File: src/hw/rtl/xkc_pkg.sv
// Package for the xorshift keystream cipher unit: constants, shared types
// and the arithmetic helpers used by the seed unit and the keystream logic.
// Depends on nothing.
`timescale 1ns / 1ps
`default_nettype none

package xkc_pkg;

  localparam int unsigned KEY_WORDS = 4;
  localparam int unsigned REG_IDX_W = 3;

  localparam logic [63:0] FNV_BASIS      = 64'hcbf29ce484222325;
  // The FNV prime is 2^40 + 0x1b3, so a multiply is one shift and a narrow product.
  localparam int unsigned FNV_PRIME_SHIFT = 40;
  localparam logic [8:0]  FNV_PRIME_LO    = 9'h1b3;
  localparam logic [63:0] ZERO_SEED_FILL = 64'h5A5A5A5A5A5A5A5A;

  localparam int unsigned XS_SHIFT_A = 13;
  localparam int unsigned XS_SHIFT_B = 7;
  localparam int unsigned XS_SHIFT_C = 17;

  localparam logic [REG_IDX_W-1:0] REG_ENABLE = 3'd0;
  localparam logic [REG_IDX_W-1:0] REG_KEY_0  = 3'd1;
  localparam logic [REG_IDX_W-1:0] REG_KEY_1  = 3'd2;
  localparam logic [REG_IDX_W-1:0] REG_KEY_2  = 3'd3;
  localparam logic [REG_IDX_W-1:0] REG_KEY_3  = 3'd4;

  typedef logic [KEY_WORDS-1:0][63:0] key_words_t;

  typedef struct packed {
    logic       enable;
    key_words_t key;
  } cfg_t;

  typedef struct packed {
    logic busy;
    logic done;
  } seed_stat_t;

  // Product modulo 2^64 with the FNV prime.
  function automatic logic [63:0] fnv_mul(input logic [63:0] x);
    logic [72:0] lo;
    lo = x * FNV_PRIME_LO;
    return (x << FNV_PRIME_SHIFT) + lo[63:0];
  endfunction

  function automatic logic [63:0] xorshift64(input logic [63:0] x);
    logic [63:0] a;
    logic [63:0] b;
    a = x ^ (x << XS_SHIFT_A);
    b = a ^ (a >> XS_SHIFT_B);
    return b ^ (b << XS_SHIFT_C);
  endfunction

endpackage

`default_nettype wire

File: src/hw/rtl/xkc_if.sv
// Stream interfaces of the cipher unit: the byte input channel and the
// result channel, each with valid, ready and payload. No dependencies.
`timescale 1ns / 1ps
`default_nettype none

interface xkc_in_if;
  logic        valid;
  logic        ready;
  logic [7:0]  data_byte;
  logic        first_byte;
  logic        last_byte;
  logic [63:0] nonce;

  modport source (output valid, data_byte, first_byte, last_byte, nonce, input ready);
  modport sink   (input valid, data_byte, first_byte, last_byte, nonce, output ready);
endinterface

interface xkc_out_if;
  logic       valid;
  logic       ready;
  logic [7:0] out_byte;
  logic       out_last;

  modport source (output valid, out_byte, out_last, input ready);
  modport sink   (input valid, out_byte, out_last, output ready);
endinterface

`default_nettype wire

File: src/hw/rtl/xorshift_keystream_xor_cipher_unit.sv
// Top level of the xorshift keystream cipher: one byte per cycle while the result
// slot is free, except that a first byte with the cipher enabled waits for the
// seed unit, which runs one FNV step per cycle over KEY_BYTES key bytes and the
// nonce plus a fixup; that byte's result is registered once the seed is done.
// Other bytes give a result in the cycle after acceptance, back to back.
// Reset (synchronous, rst_n low) clears the generator word, position and valids.
`timescale 1ns / 1ps
`default_nettype none

module xorshift_keystream_xor_cipher_unit #(
  parameter int unsigned KEY_BYTES = 16
) (
  input  wire logic        clk,
  input  wire logic        rst_n,
  xkc_in_if.sink           in_if,
  xkc_out_if.source        out_if,
  input  wire logic        psel,
  input  wire logic        penable,
  input  wire logic        pwrite,
  input  wire logic [5:0]  paddr,
  input  wire logic [63:0] pwdata,
  output logic [63:0]      prdata,
  output logic             pready
);
  import xkc_pkg::*;

  typedef enum logic [1:0] {
    S_IDLE = 2'b01,
    S_SEED = 2'b10
  } state_t;

  cfg_t       cfg;
  seed_stat_t seed_stat;
  logic [63:0] seed;

  state_t      state_r, state_nxt;
  logic [63:0] gen_r, gen_nxt;
  logic [2:0]  pos_r, pos_nxt;
  logic        out_valid_r, out_valid_nxt;
  logic [7:0]  out_byte_r, out_byte_nxt;
  logic        out_last_r, out_last_nxt;
  logic [7:0]  hold_byte_r;
  logic        hold_last_r;

  logic        slot_free, accept, seed_start, emit_direct, emit_seed, emit;
  logic        in_ready, apply;
  logic [63:0] base_gen, adv_gen, cur_word;
  logic [2:0]  base_pos;
  logic [7:0]  ks_byte, data_sel;
  logic        last_sel;

  xkc_cfg_regs u_regs (
    .clk     (clk),
    .rst_n   (rst_n),
    .psel    (psel),
    .penable (penable),
    .pwrite  (pwrite),
    .paddr   (paddr),
    .pwdata  (pwdata),
    .prdata  (prdata),
    .pready  (pready),
    .cfg     (cfg)
  );

  xkc_seed_unit #(.KEY_BYTES(KEY_BYTES)) u_seed (
    .clk   (clk),
    .rst_n (rst_n),
    .start (seed_start),
    .nonce (in_if.nonce),
    .key   (cfg.key),
    .seed  (seed),
    .stat  (seed_stat)
  );

  assign slot_free   = !out_valid_r || out_if.ready;
  assign in_ready    = (state_r == S_IDLE) && slot_free;
  assign in_if.ready = in_ready;
  assign accept      = in_if.valid && in_ready;
  assign seed_start  = accept && cfg.enable && in_if.first_byte;
  assign emit_direct = accept && !seed_start;
  assign emit_seed   = (state_r == S_SEED) && seed_stat.done && slot_free;
  assign emit        = emit_direct || emit_seed;

  // A freshly seeded message starts at byte position zero of the new word.
  assign base_gen = (state_r == S_SEED) ? seed : gen_r;
  assign base_pos = (state_r == S_SEED) ? 3'd0 : pos_r;
  assign adv_gen  = xorshift64(base_gen);
  assign cur_word = (base_pos == 3'd0) ? adv_gen : base_gen;
  assign ks_byte  = cur_word[{base_pos, 3'b000} +: 8];
  assign data_sel = (state_r == S_SEED) ? hold_byte_r : in_if.data_byte;
  assign last_sel = (state_r == S_SEED) ? hold_last_r : in_if.last_byte;
  assign apply    = (state_r == S_SEED) || cfg.enable;

  always_comb begin
    state_nxt     = state_r;
    gen_nxt       = gen_r;
    pos_nxt       = pos_r;
    out_valid_nxt = out_valid_r;
    out_byte_nxt  = out_byte_r;
    out_last_nxt  = out_last_r;
    if (out_valid_r && out_if.ready) begin
      out_valid_nxt = 1'b0;
    end
    if (seed_start) begin
      state_nxt = S_SEED;
    end
    if (emit) begin
      out_valid_nxt = 1'b1;
      out_last_nxt  = last_sel;
      out_byte_nxt  = apply ? (data_sel ^ ks_byte) : data_sel;
      if (apply) begin
        gen_nxt = cur_word;
        pos_nxt = base_pos + 3'd1;
      end
      if (emit_seed) begin
        state_nxt = S_IDLE;
      end
    end
  end

  always_ff @(posedge clk) begin
    if (!rst_n) begin
      state_r     <= S_IDLE;
      gen_r       <= '0;
      pos_r       <= '0;
      out_valid_r <= 1'b0;
    end else begin
      state_r     <= state_nxt;
      gen_r       <= gen_nxt;
      pos_r       <= pos_nxt;
      out_valid_r <= out_valid_nxt;
    end
  end

  always_ff @(posedge clk) begin
    out_byte_r <= out_byte_nxt;
    out_last_r <= out_last_nxt;
    if (seed_start) begin
      hold_byte_r <= in_if.data_byte;
      hold_last_r <= in_if.last_byte;
    end
  end

  assign out_if.valid    = out_valid_r;
  assign out_if.out_byte = out_byte_r;
  assign out_if.out_last = out_last_r;

  a_no_accept_while_seeding: assert property (@(posedge clk) disable iff (!rst_n)
    seed_stat.busy |-> !in_ready)
    else $error("input accepted while the seed unit is busy");

  a_seed_enters_wait: assert property (@(posedge clk) disable iff (!rst_n)
    seed_start |=> (state_r == S_SEED) && !out_valid_r || (state_r == S_SEED))
    else $error("seeded transaction did not enter the seed wait state");

  a_seed_emit_position: assert property (@(posedge clk) disable iff (!rst_n)
    emit_seed |=> (pos_r == 3'd1) && out_valid_r)
    else $error("seeded byte did not restart the byte position");

  a_single_emit: assert property (@(posedge clk) disable iff (!rst_n)
    !(emit_direct && emit_seed))
    else $error("two results produced in one cycle");

endmodule

`default_nettype wire

File: src/hw/rtl/xkc_cfg_regs.sv
// APB-style register block: enable bit and four 64-bit key words at 8-byte
// spacing. Depends on xkc_pkg.
`timescale 1ns / 1ps
`default_nettype none

module xkc_cfg_regs (
  input  wire logic         clk,
  input  wire logic         rst_n,
  input  wire logic         psel,
  input  wire logic         penable,
  input  wire logic         pwrite,
  input  wire logic [5:0]   paddr,
  input  wire logic [63:0]  pwdata,
  output logic [63:0]       prdata,
  output logic              pready,
  output xkc_pkg::cfg_t     cfg
);
  import xkc_pkg::*;

  logic                 enable_r;
  key_words_t           key_r;
  logic [REG_IDX_W-1:0] idx;
  logic                 wr_en;

  assign idx    = paddr[5:3];
  assign wr_en  = psel && penable && pwrite;
  assign pready = 1'b1;

  always_ff @(posedge clk) begin
    if (!rst_n) begin
      enable_r <= 1'b0;
      key_r    <= '0;
    end else if (wr_en) begin
      case (idx)
        REG_ENABLE: enable_r <= pwdata[0];
        REG_KEY_0:  key_r[0] <= pwdata;
        REG_KEY_1:  key_r[1] <= pwdata;
        REG_KEY_2:  key_r[2] <= pwdata;
        REG_KEY_3:  key_r[3] <= pwdata;
        default: ;
      endcase
    end
  end

  always_comb begin
    case (idx)
      REG_ENABLE: prdata = {63'd0, enable_r};
      REG_KEY_0:  prdata = key_r[0];
      REG_KEY_1:  prdata = key_r[1];
      REG_KEY_2:  prdata = key_r[2];
      REG_KEY_3:  prdata = key_r[3];
      default:    prdata = '0;
    endcase
  end

  assign cfg.enable = enable_r;
  assign cfg.key    = key_r;

endmodule

`default_nettype wire

File: src/hw/rtl/xkc_seed_unit.sv
// Seed sequencer: one shared FNV-1a step unit iterated over the key bytes
// and the nonce, then a zero-seed fixup. Depends on xkc_pkg.
`timescale 1ns / 1ps
`default_nettype none

module xkc_seed_unit #(
  parameter int unsigned KEY_BYTES = 16
) (
  input  wire logic                clk,
  input  wire logic                rst_n,
  input  wire logic                start,
  input  wire logic [63:0]         nonce,
  input  wire xkc_pkg::key_words_t key,
  output logic [63:0]              seed,
  output xkc_pkg::seed_stat_t      stat
);
  import xkc_pkg::*;

  localparam int unsigned CW = $clog2(KEY_BYTES + 1);
  localparam logic [CW-1:0] LAST_STEP = CW'(KEY_BYTES);

  typedef enum logic [3:0] {
    U_IDLE = 4'b0001,
    U_HASH = 4'b0010,
    U_FIX  = 4'b0100,
    U_DONE = 4'b1000
  } ustate_t;

  ustate_t     state_r, state_nxt;
  logic [CW-1:0] cnt_r, cnt_nxt;
  logic [63:0] h_r, h_nxt;
  logic [63:0] nonce_r;
  logic [CW+4:0] cnt_ext;
  logic [4:0]  key_idx;
  logic [7:0]  key_byte;
  logic [63:0] operand;

  assign cnt_ext  = {5'd0, cnt_r};
  assign key_idx  = cnt_ext[4:0];
  assign key_byte = key[key_idx[4:3]][{key_idx[2:0], 3'b000} +: 8];
  // The key bytes come first; the step after the last key byte mixes in the nonce.
  assign operand  = (cnt_r == LAST_STEP) ? nonce_r : {56'd0, key_byte};

  always_comb begin
    state_nxt = state_r;
    cnt_nxt   = cnt_r;
    h_nxt     = h_r;
    if (start) begin
      state_nxt = U_HASH;
      cnt_nxt   = '0;
      h_nxt     = FNV_BASIS;
    end else begin
      case (state_r)
        U_HASH: begin
          h_nxt   = fnv_mul(h_r ^ operand);
          cnt_nxt = cnt_r + 1'b1;
          if (cnt_r == LAST_STEP) begin
            state_nxt = U_FIX;
          end
        end
        U_FIX: begin
          if (h_r == '0) begin
            h_nxt = ZERO_SEED_FILL;
          end
          state_nxt = U_DONE;
        end
        U_IDLE, U_DONE: ;
        default: state_nxt = U_IDLE;
      endcase
    end
  end

  always_ff @(posedge clk) begin
    if (!rst_n) begin
      state_r <= U_IDLE;
      cnt_r   <= '0;
    end else begin
      state_r <= state_nxt;
      cnt_r   <= cnt_nxt;
    end
  end

  always_ff @(posedge clk) begin
    h_r <= h_nxt;
    if (start) begin
      nonce_r <= nonce;
    end
  end

  assign seed      = h_r;
  assign stat.busy = (state_r == U_HASH) || (state_r == U_FIX);
  assign stat.done = (state_r == U_DONE);

endmodule

`default_nettype wire

File: src/flat_wrapper.sv
// flat-port wrapper written by rule: the top's interface ports become plain ports
module xorshift_keystream_xor_cipher_unit_flat import xkc_pkg::*;
#(
  parameter int unsigned KEY_BYTES = 16
)
  (clk, rst_n, psel, penable, pwrite, paddr, pwdata, prdata, pready, in_if_valid, in_if_data_byte, in_if_first_byte, in_if_last_byte, in_if_nonce, in_if_ready, out_if_valid, out_if_out_byte, out_if_out_last, out_if_ready);
  xkc_in_if in_if_i ();
  xkc_out_if out_if_i ();
  input  wire logic clk;
  input  wire logic rst_n;
  input  wire logic psel;
  input  wire logic penable;
  input  wire logic pwrite;
  input  wire logic [5:0] paddr;
  input  wire logic [63:0] pwdata;
  output logic [63:0] prdata;
  output logic pready;
  input wire logic [$bits(in_if_i.valid)-1:0] in_if_valid;
  input wire logic [$bits(in_if_i.data_byte)-1:0] in_if_data_byte;
  input wire logic [$bits(in_if_i.first_byte)-1:0] in_if_first_byte;
  input wire logic [$bits(in_if_i.last_byte)-1:0] in_if_last_byte;
  input wire logic [$bits(in_if_i.nonce)-1:0] in_if_nonce;
  output wire logic [$bits(in_if_i.ready)-1:0] in_if_ready;
  output wire logic [$bits(out_if_i.valid)-1:0] out_if_valid;
  output wire logic [$bits(out_if_i.out_byte)-1:0] out_if_out_byte;
  output wire logic [$bits(out_if_i.out_last)-1:0] out_if_out_last;
  input wire logic [$bits(out_if_i.ready)-1:0] out_if_ready;
  assign in_if_i.valid = in_if_valid;
  assign in_if_i.data_byte = in_if_data_byte;
  assign in_if_i.first_byte = in_if_first_byte;
  assign in_if_i.last_byte = in_if_last_byte;
  assign in_if_i.nonce = in_if_nonce;
  assign in_if_ready = in_if_i.ready;
  assign out_if_valid = out_if_i.valid;
  assign out_if_out_byte = out_if_i.out_byte;
  assign out_if_out_last = out_if_i.out_last;
  assign out_if_i.ready = out_if_ready;
  xorshift_keystream_xor_cipher_unit #(.KEY_BYTES(KEY_BYTES)) u_core (.clk(clk), .rst_n(rst_n), .in_if(in_if_i), .out_if(out_if_i), .psel(psel), .penable(penable), .pwrite(pwrite), .paddr(paddr), .pwdata(pwdata), .prdata(prdata), .pready(pready));
endmodule
File: config.mk
export PLATFORM = sky130hd
export DESIGN_NAME = xorshift_keystream_xor_cipher_unit_flat
export DESIGN_NICKNAME = d
export VERILOG_FILES = /design/src/hw/rtl/xkc_pkg.sv /design/src/hw/rtl/xkc_if.sv /design/src/hw/rtl/xorshift_keystream_xor_cipher_unit.sv /design/src/hw/rtl/xkc_cfg_regs.sv /design/src/hw/rtl/xkc_seed_unit.sv /design/src/flat_wrapper.sv
export SDC_FILE = /design/constraint.sdc
export NUM_CORES = 2
export LEC_CHECK = 0
export BUFFER_PORTS_ARGS = -buffer_cell sky130_fd_sc_hd__buf_2
export CORE_AREA = 8 8 255 257
export DETAILED_ROUTE_END_ITERATION = 12
export DIE_AREA = 0 0 263 265
export PLACE_DENSITY_LB_ADDON = 0.15
export SYNTH_ARGS = -nofsm -noshare
export SYNTH_HDL_FRONTEND = slang
export SYNTH_SLANG_ARGS = --single-unit
File: constraint.sdc
create_clock -name clk -period 8.1 [get_ports clk]
set_clock_uncertainty 0.05 [all_clocks]
set_input_delay 1.215 -clock clk [delete_from_list [all_inputs] [get_ports clk]]
set_output_delay 1.215 -clock clk [all_outputs]
set_load 0.01 [all_outputs]
==> results.md <==
* FMAX at 131 MHz
* CP Cell Sequence: buf_4 -> mux4_2 -> mux4_2 -> mux2i_1 -> o21ai_1 -> xor2_1 -> ha_1 -> xor2_1 -> ha_1 -> or2_1 -> fa_1 -> fa_1 -> ha_1 -> ha_1 -> a21oi_1 -> nand2_1 -> o2111ai_1 -> nand3_1 -> a32o_1 -> or3_1 -> a221oi_2 -> xnor2_1 -> a221o_1
* Port Buf Inserts at 222
* Gr ovfl total at 0
* Mapped cell area at 38100 µm²
* Row cnt at 91
* Worst path slowest cell: dfxtp_4
* CP endpoint kind: flop
* Rel. slew slack at 0.252
* Yosys warning total at 0
* Grt peak-use layer: met2
* Clock sink total at 482
* Max IR drop VDD at 0.363 mV
* CTS tree: yes
* Final Instance Area at 41600 µm²
* Met1 usage at 0.461
* Cell Area, Placed at 39600 µm²
* Most used flip-flop cell after synthesis: dfxtp_1
* Avg WL per Cell at 23.6 µm
* Gate count of the mapped netlist at 4338
* RSZ-0062 raised after global routing: false
* GR Util met3 at 0.0723
* Slew @ Worst Pin at 1.11 ns
* Overall power at 15.4 mW
* Critical Path RT at 8.57 ns
* Post-Synth Adder-Cell Area at 0.182
* Number of synthesized flops with an enable pin at 82
* Seq/Total Area, Yosys at 0.275
* R2R setup slack at 0.45 ns
* DP HPWL at 88200 µm
* Die Span Y at 265 µm
* # fillers at 4992
* Final setup violation count at 0
* Reg clk slew, reported paths at 0.06 ns
* Largest family of logic cells by synthesized area: adder cells
* Mapped Avg Cell Area at 8.79 µm²
* Worst hold path class: flop to flop
* Worst Setup Start Kind: flop
* First-pass GRT wire length at 190000 µm
* TritonRoute pass-1 iters at 6
* Placed cells at 5111
* Worst path most repeated cell: ha_1
* Final wirelength at 123000 µm
* Met2 Use GR at 0.536
* Max-cap viol count at 0
* Tmin final at 7.65 ns
* Non-filler cells, final at 5219
* Status: finished clean
* Die ar. at 69700 µm²
* Fin. max-slew vios at 0
* Share of layout cells above drive strength 1 at 0.120
* Area Overhead vs Synth at 9.13%
* Endpoints failing hold at 0
* Largest net degree at the start of global routing at 118
* Critical path class: flop to flop
* Compound-Gate Fraction of Synth Area at 0.154
* CTS hold repair buffers at 0
* Clock Tree Buf Depth at 3
* Clock Tree Root: clkbuf_16
* Inserted Clock Buffers at 56
* Nets at 4945
* Vias in the first global route at 31.9k
* Worst path max stage delay at 0.59 ns
* Residual DRC count at 0
* Total negative slack at 0 ns
* Initial core utilization at 0.625
* FF+latch count, synth at 482
* Leakage at 17.5 nW
* Crit Path Max Fanout at 16
* Die width at 263 µm
* RePlAce Congestion at 0.977
* I/O pins at 227
* Netlist cell types at 83
* Tcrit/Tclk final at 0.944
* Initial drt markers at 3554
* Mux share of post-synthesis cell area at 0.0811
* PD cells at 370 nW/µm²
* WP data arrival at 8.12 ns
* DRT antenna net count at 0
* Vias at 32.7k
* GRT Util Overall at 0.345
* Initial antenna violation count at 9
* Area share of and/or/nand/nor cells after synthesis at 0.132
* Pre-CTS WS at 0.263 ns
* Vias per cell at 6.26
* Clk_lat worst skew at 0.66 ns
* CTS H-tree lvls at 2
* Worst setup margin at 0.452 ns
* Async SR Flop Fraction at 0
* Syn nets at 4903
* Total core area at 61000 µm²
* XOR/XNOR Fraction of Synth Area at 0.106
worst max-delay path, delay by kind of cell (launching register included):
family	cells	cell delay, ns
compound gates	6	1.54
xor+xnor	3	0.66
fa+ha+maj	6	2.13
buf+inv	1	0.29
flops	1	0.59
mux	3	1.28
simple gates	4	0.99
repair_timing:
action / 4_1_cts / 5_1_grt
setup endpoints to repair: 0 / 9
buffers inserted: 0 / 1
gates resized for setup: 0 / 2
hold endpoints to repair: 0 / 0
flip-flops by register name (all words and copies together), names as in the netlist, 2 cells and up:
register,count
u_core.u_seed.state_r,4
u_core.gen_r,64
u_core.out_if.out_byte,8
u_core.u_seed.seed,64
u_core.pos_r,3
u_core.state_r,2
u_core.u_seed.cnt_r,5
u_core.u_regs.cfg,256
u_core.u_seed.nonce_r,64
u_core.hold_byte_r,8
stage by stage:
| stage | utilization | hold WS [ns] |
|---|---|---|
| floorplan | - | 0.386 |
| finish | 0.682 | 0.406 |
| global placement | 0.649 | 0.392 |
| CTS | 0.681 | 0.404 |
| global route | 0.681 | 0.434 |
| detailed placement | 0.649 | 0.396 |
placed cells by master (no fill, tap or decap), types with 83 or more instances in the layout:
| cell | instances |
|---|---|
| ha_1 | 182 |
| xor2_1 | 173 |
| fa_1 | 232 |
| a21boi_0 | 88 |
| a21oi_1 | 357 |
| dfxtp_1 | 398 |
| o21ai_0 | 141 |
| inv_1 | 360 |
| mux2i_1 | 108 |
| mux4_2 | 83 |
| buf_2 | 221 |
| nor2_1 | 113 |
| a22oi_1 | 133 |
| xnor2_1 | 236 |
| nand2_1 | 856 |
metal layers:
layer | vias to the layer above | routed length [µm]
met3 | 404 | 13000
met1 | 15685 | 49100
li1 | 14745 | -
met2 | 1812 | 54600
met4 | 12 | 6660
met5 | - | 78
layout make-up:
class / count / area, µm² / area share
diodes: 3 / 7.51 / 0.000180
clock buffers: 80 / 1630 / 0.0392
clock inverters: 24 / 330 / 0.00794
inverters: 364 / 1370 / 0.0330
multi-input cells: 3177 / 25000 / 0.602
flip-flops and latches: 482 / 10500 / 0.252
well taps: 790 / 988 / 0.0238
repair buffers: 299 / 1740 / 0.0419
where the power goes:
group	total [mW]	leakage (nW)	switching [mW]	internal [mW]
registers	2.59	3.98	0.110	2.48
logic	10.1	12.5	6.07	4.05
clock network	2.68	0.964	1.10	1.57
total	15.4	17.5	7.28	8.09
Yosys cell counts (6+ instances only):
cell	number	area share
o21ai_0	142	0.019
nand2_1	860	0.085
nor3b_1	6	0.0012
a21oi_1	358	0.047
nor2b_1	10	0.0016
edfxtp_1	82	0.065
a31oi_1	13	0.0021
buf_2	41	0.0054
a221oi_1	9	0.0021
buf_6	6	0.0018
ha_1	182	0.060
o31ai_1	12	0.0024
o22ai_1	9	0.0015
nand4_1	27	0.0044
nor4_1	26	0.0043
nand3_1	31	0.0041
inv_1	360	0.035
o211ai_1	38	0.0075
and3_1	18	0.0030
a22oi_1	133	0.026
or3_1	12	0.0020
nand2b_1	13	0.0021
mux2i_1	108	0.028
o21ai_1	7	0.00092
xnor2_1	236	0.054
xnor3_1	20	0.012
xor2_1	173	0.040
a21o_1	34	0.0067
nor3_1	28	0.0037
nor2_1	114	0.011
clkbuf_1	221	0.022
a211oi_1	14	0.0028
o21a_1	13	0.0026
o21bai_1	9	0.0018
buf_1	30	0.0030
and2_1	24	0.0039
buf_4	14	0.0028
a21boi_0	88	0.017
fa_1	232	0.12
mux4_2	83	0.049
dfxtp_1	400	0.21
cells by family after synthesis:
logic type | Yosys count
muxes | 201
buffers and inverters | 679
and+or+nand+nor | 1196
DFF | 482
xor gates and xnor gates | 429
AOI/OAI and AO/OA | 936
adders and majority gates | 414
other | 1
final timing paths:
path	start	end	cells after the start
max reg2reg	u_core.u_seed.cnt_r[4]	u_core.u_seed.seed[63]	23
max	u_core.u_seed.cnt_r[4]	u_core.u_seed.seed[63]	23
min	u_core.gen_r[52]	u_core.gen_r[52]	2
min reg2reg	u_core.gen_r[52]	u_core.gen_r[52]	2
Note: power is estimated with default switching activity, not from simulation.
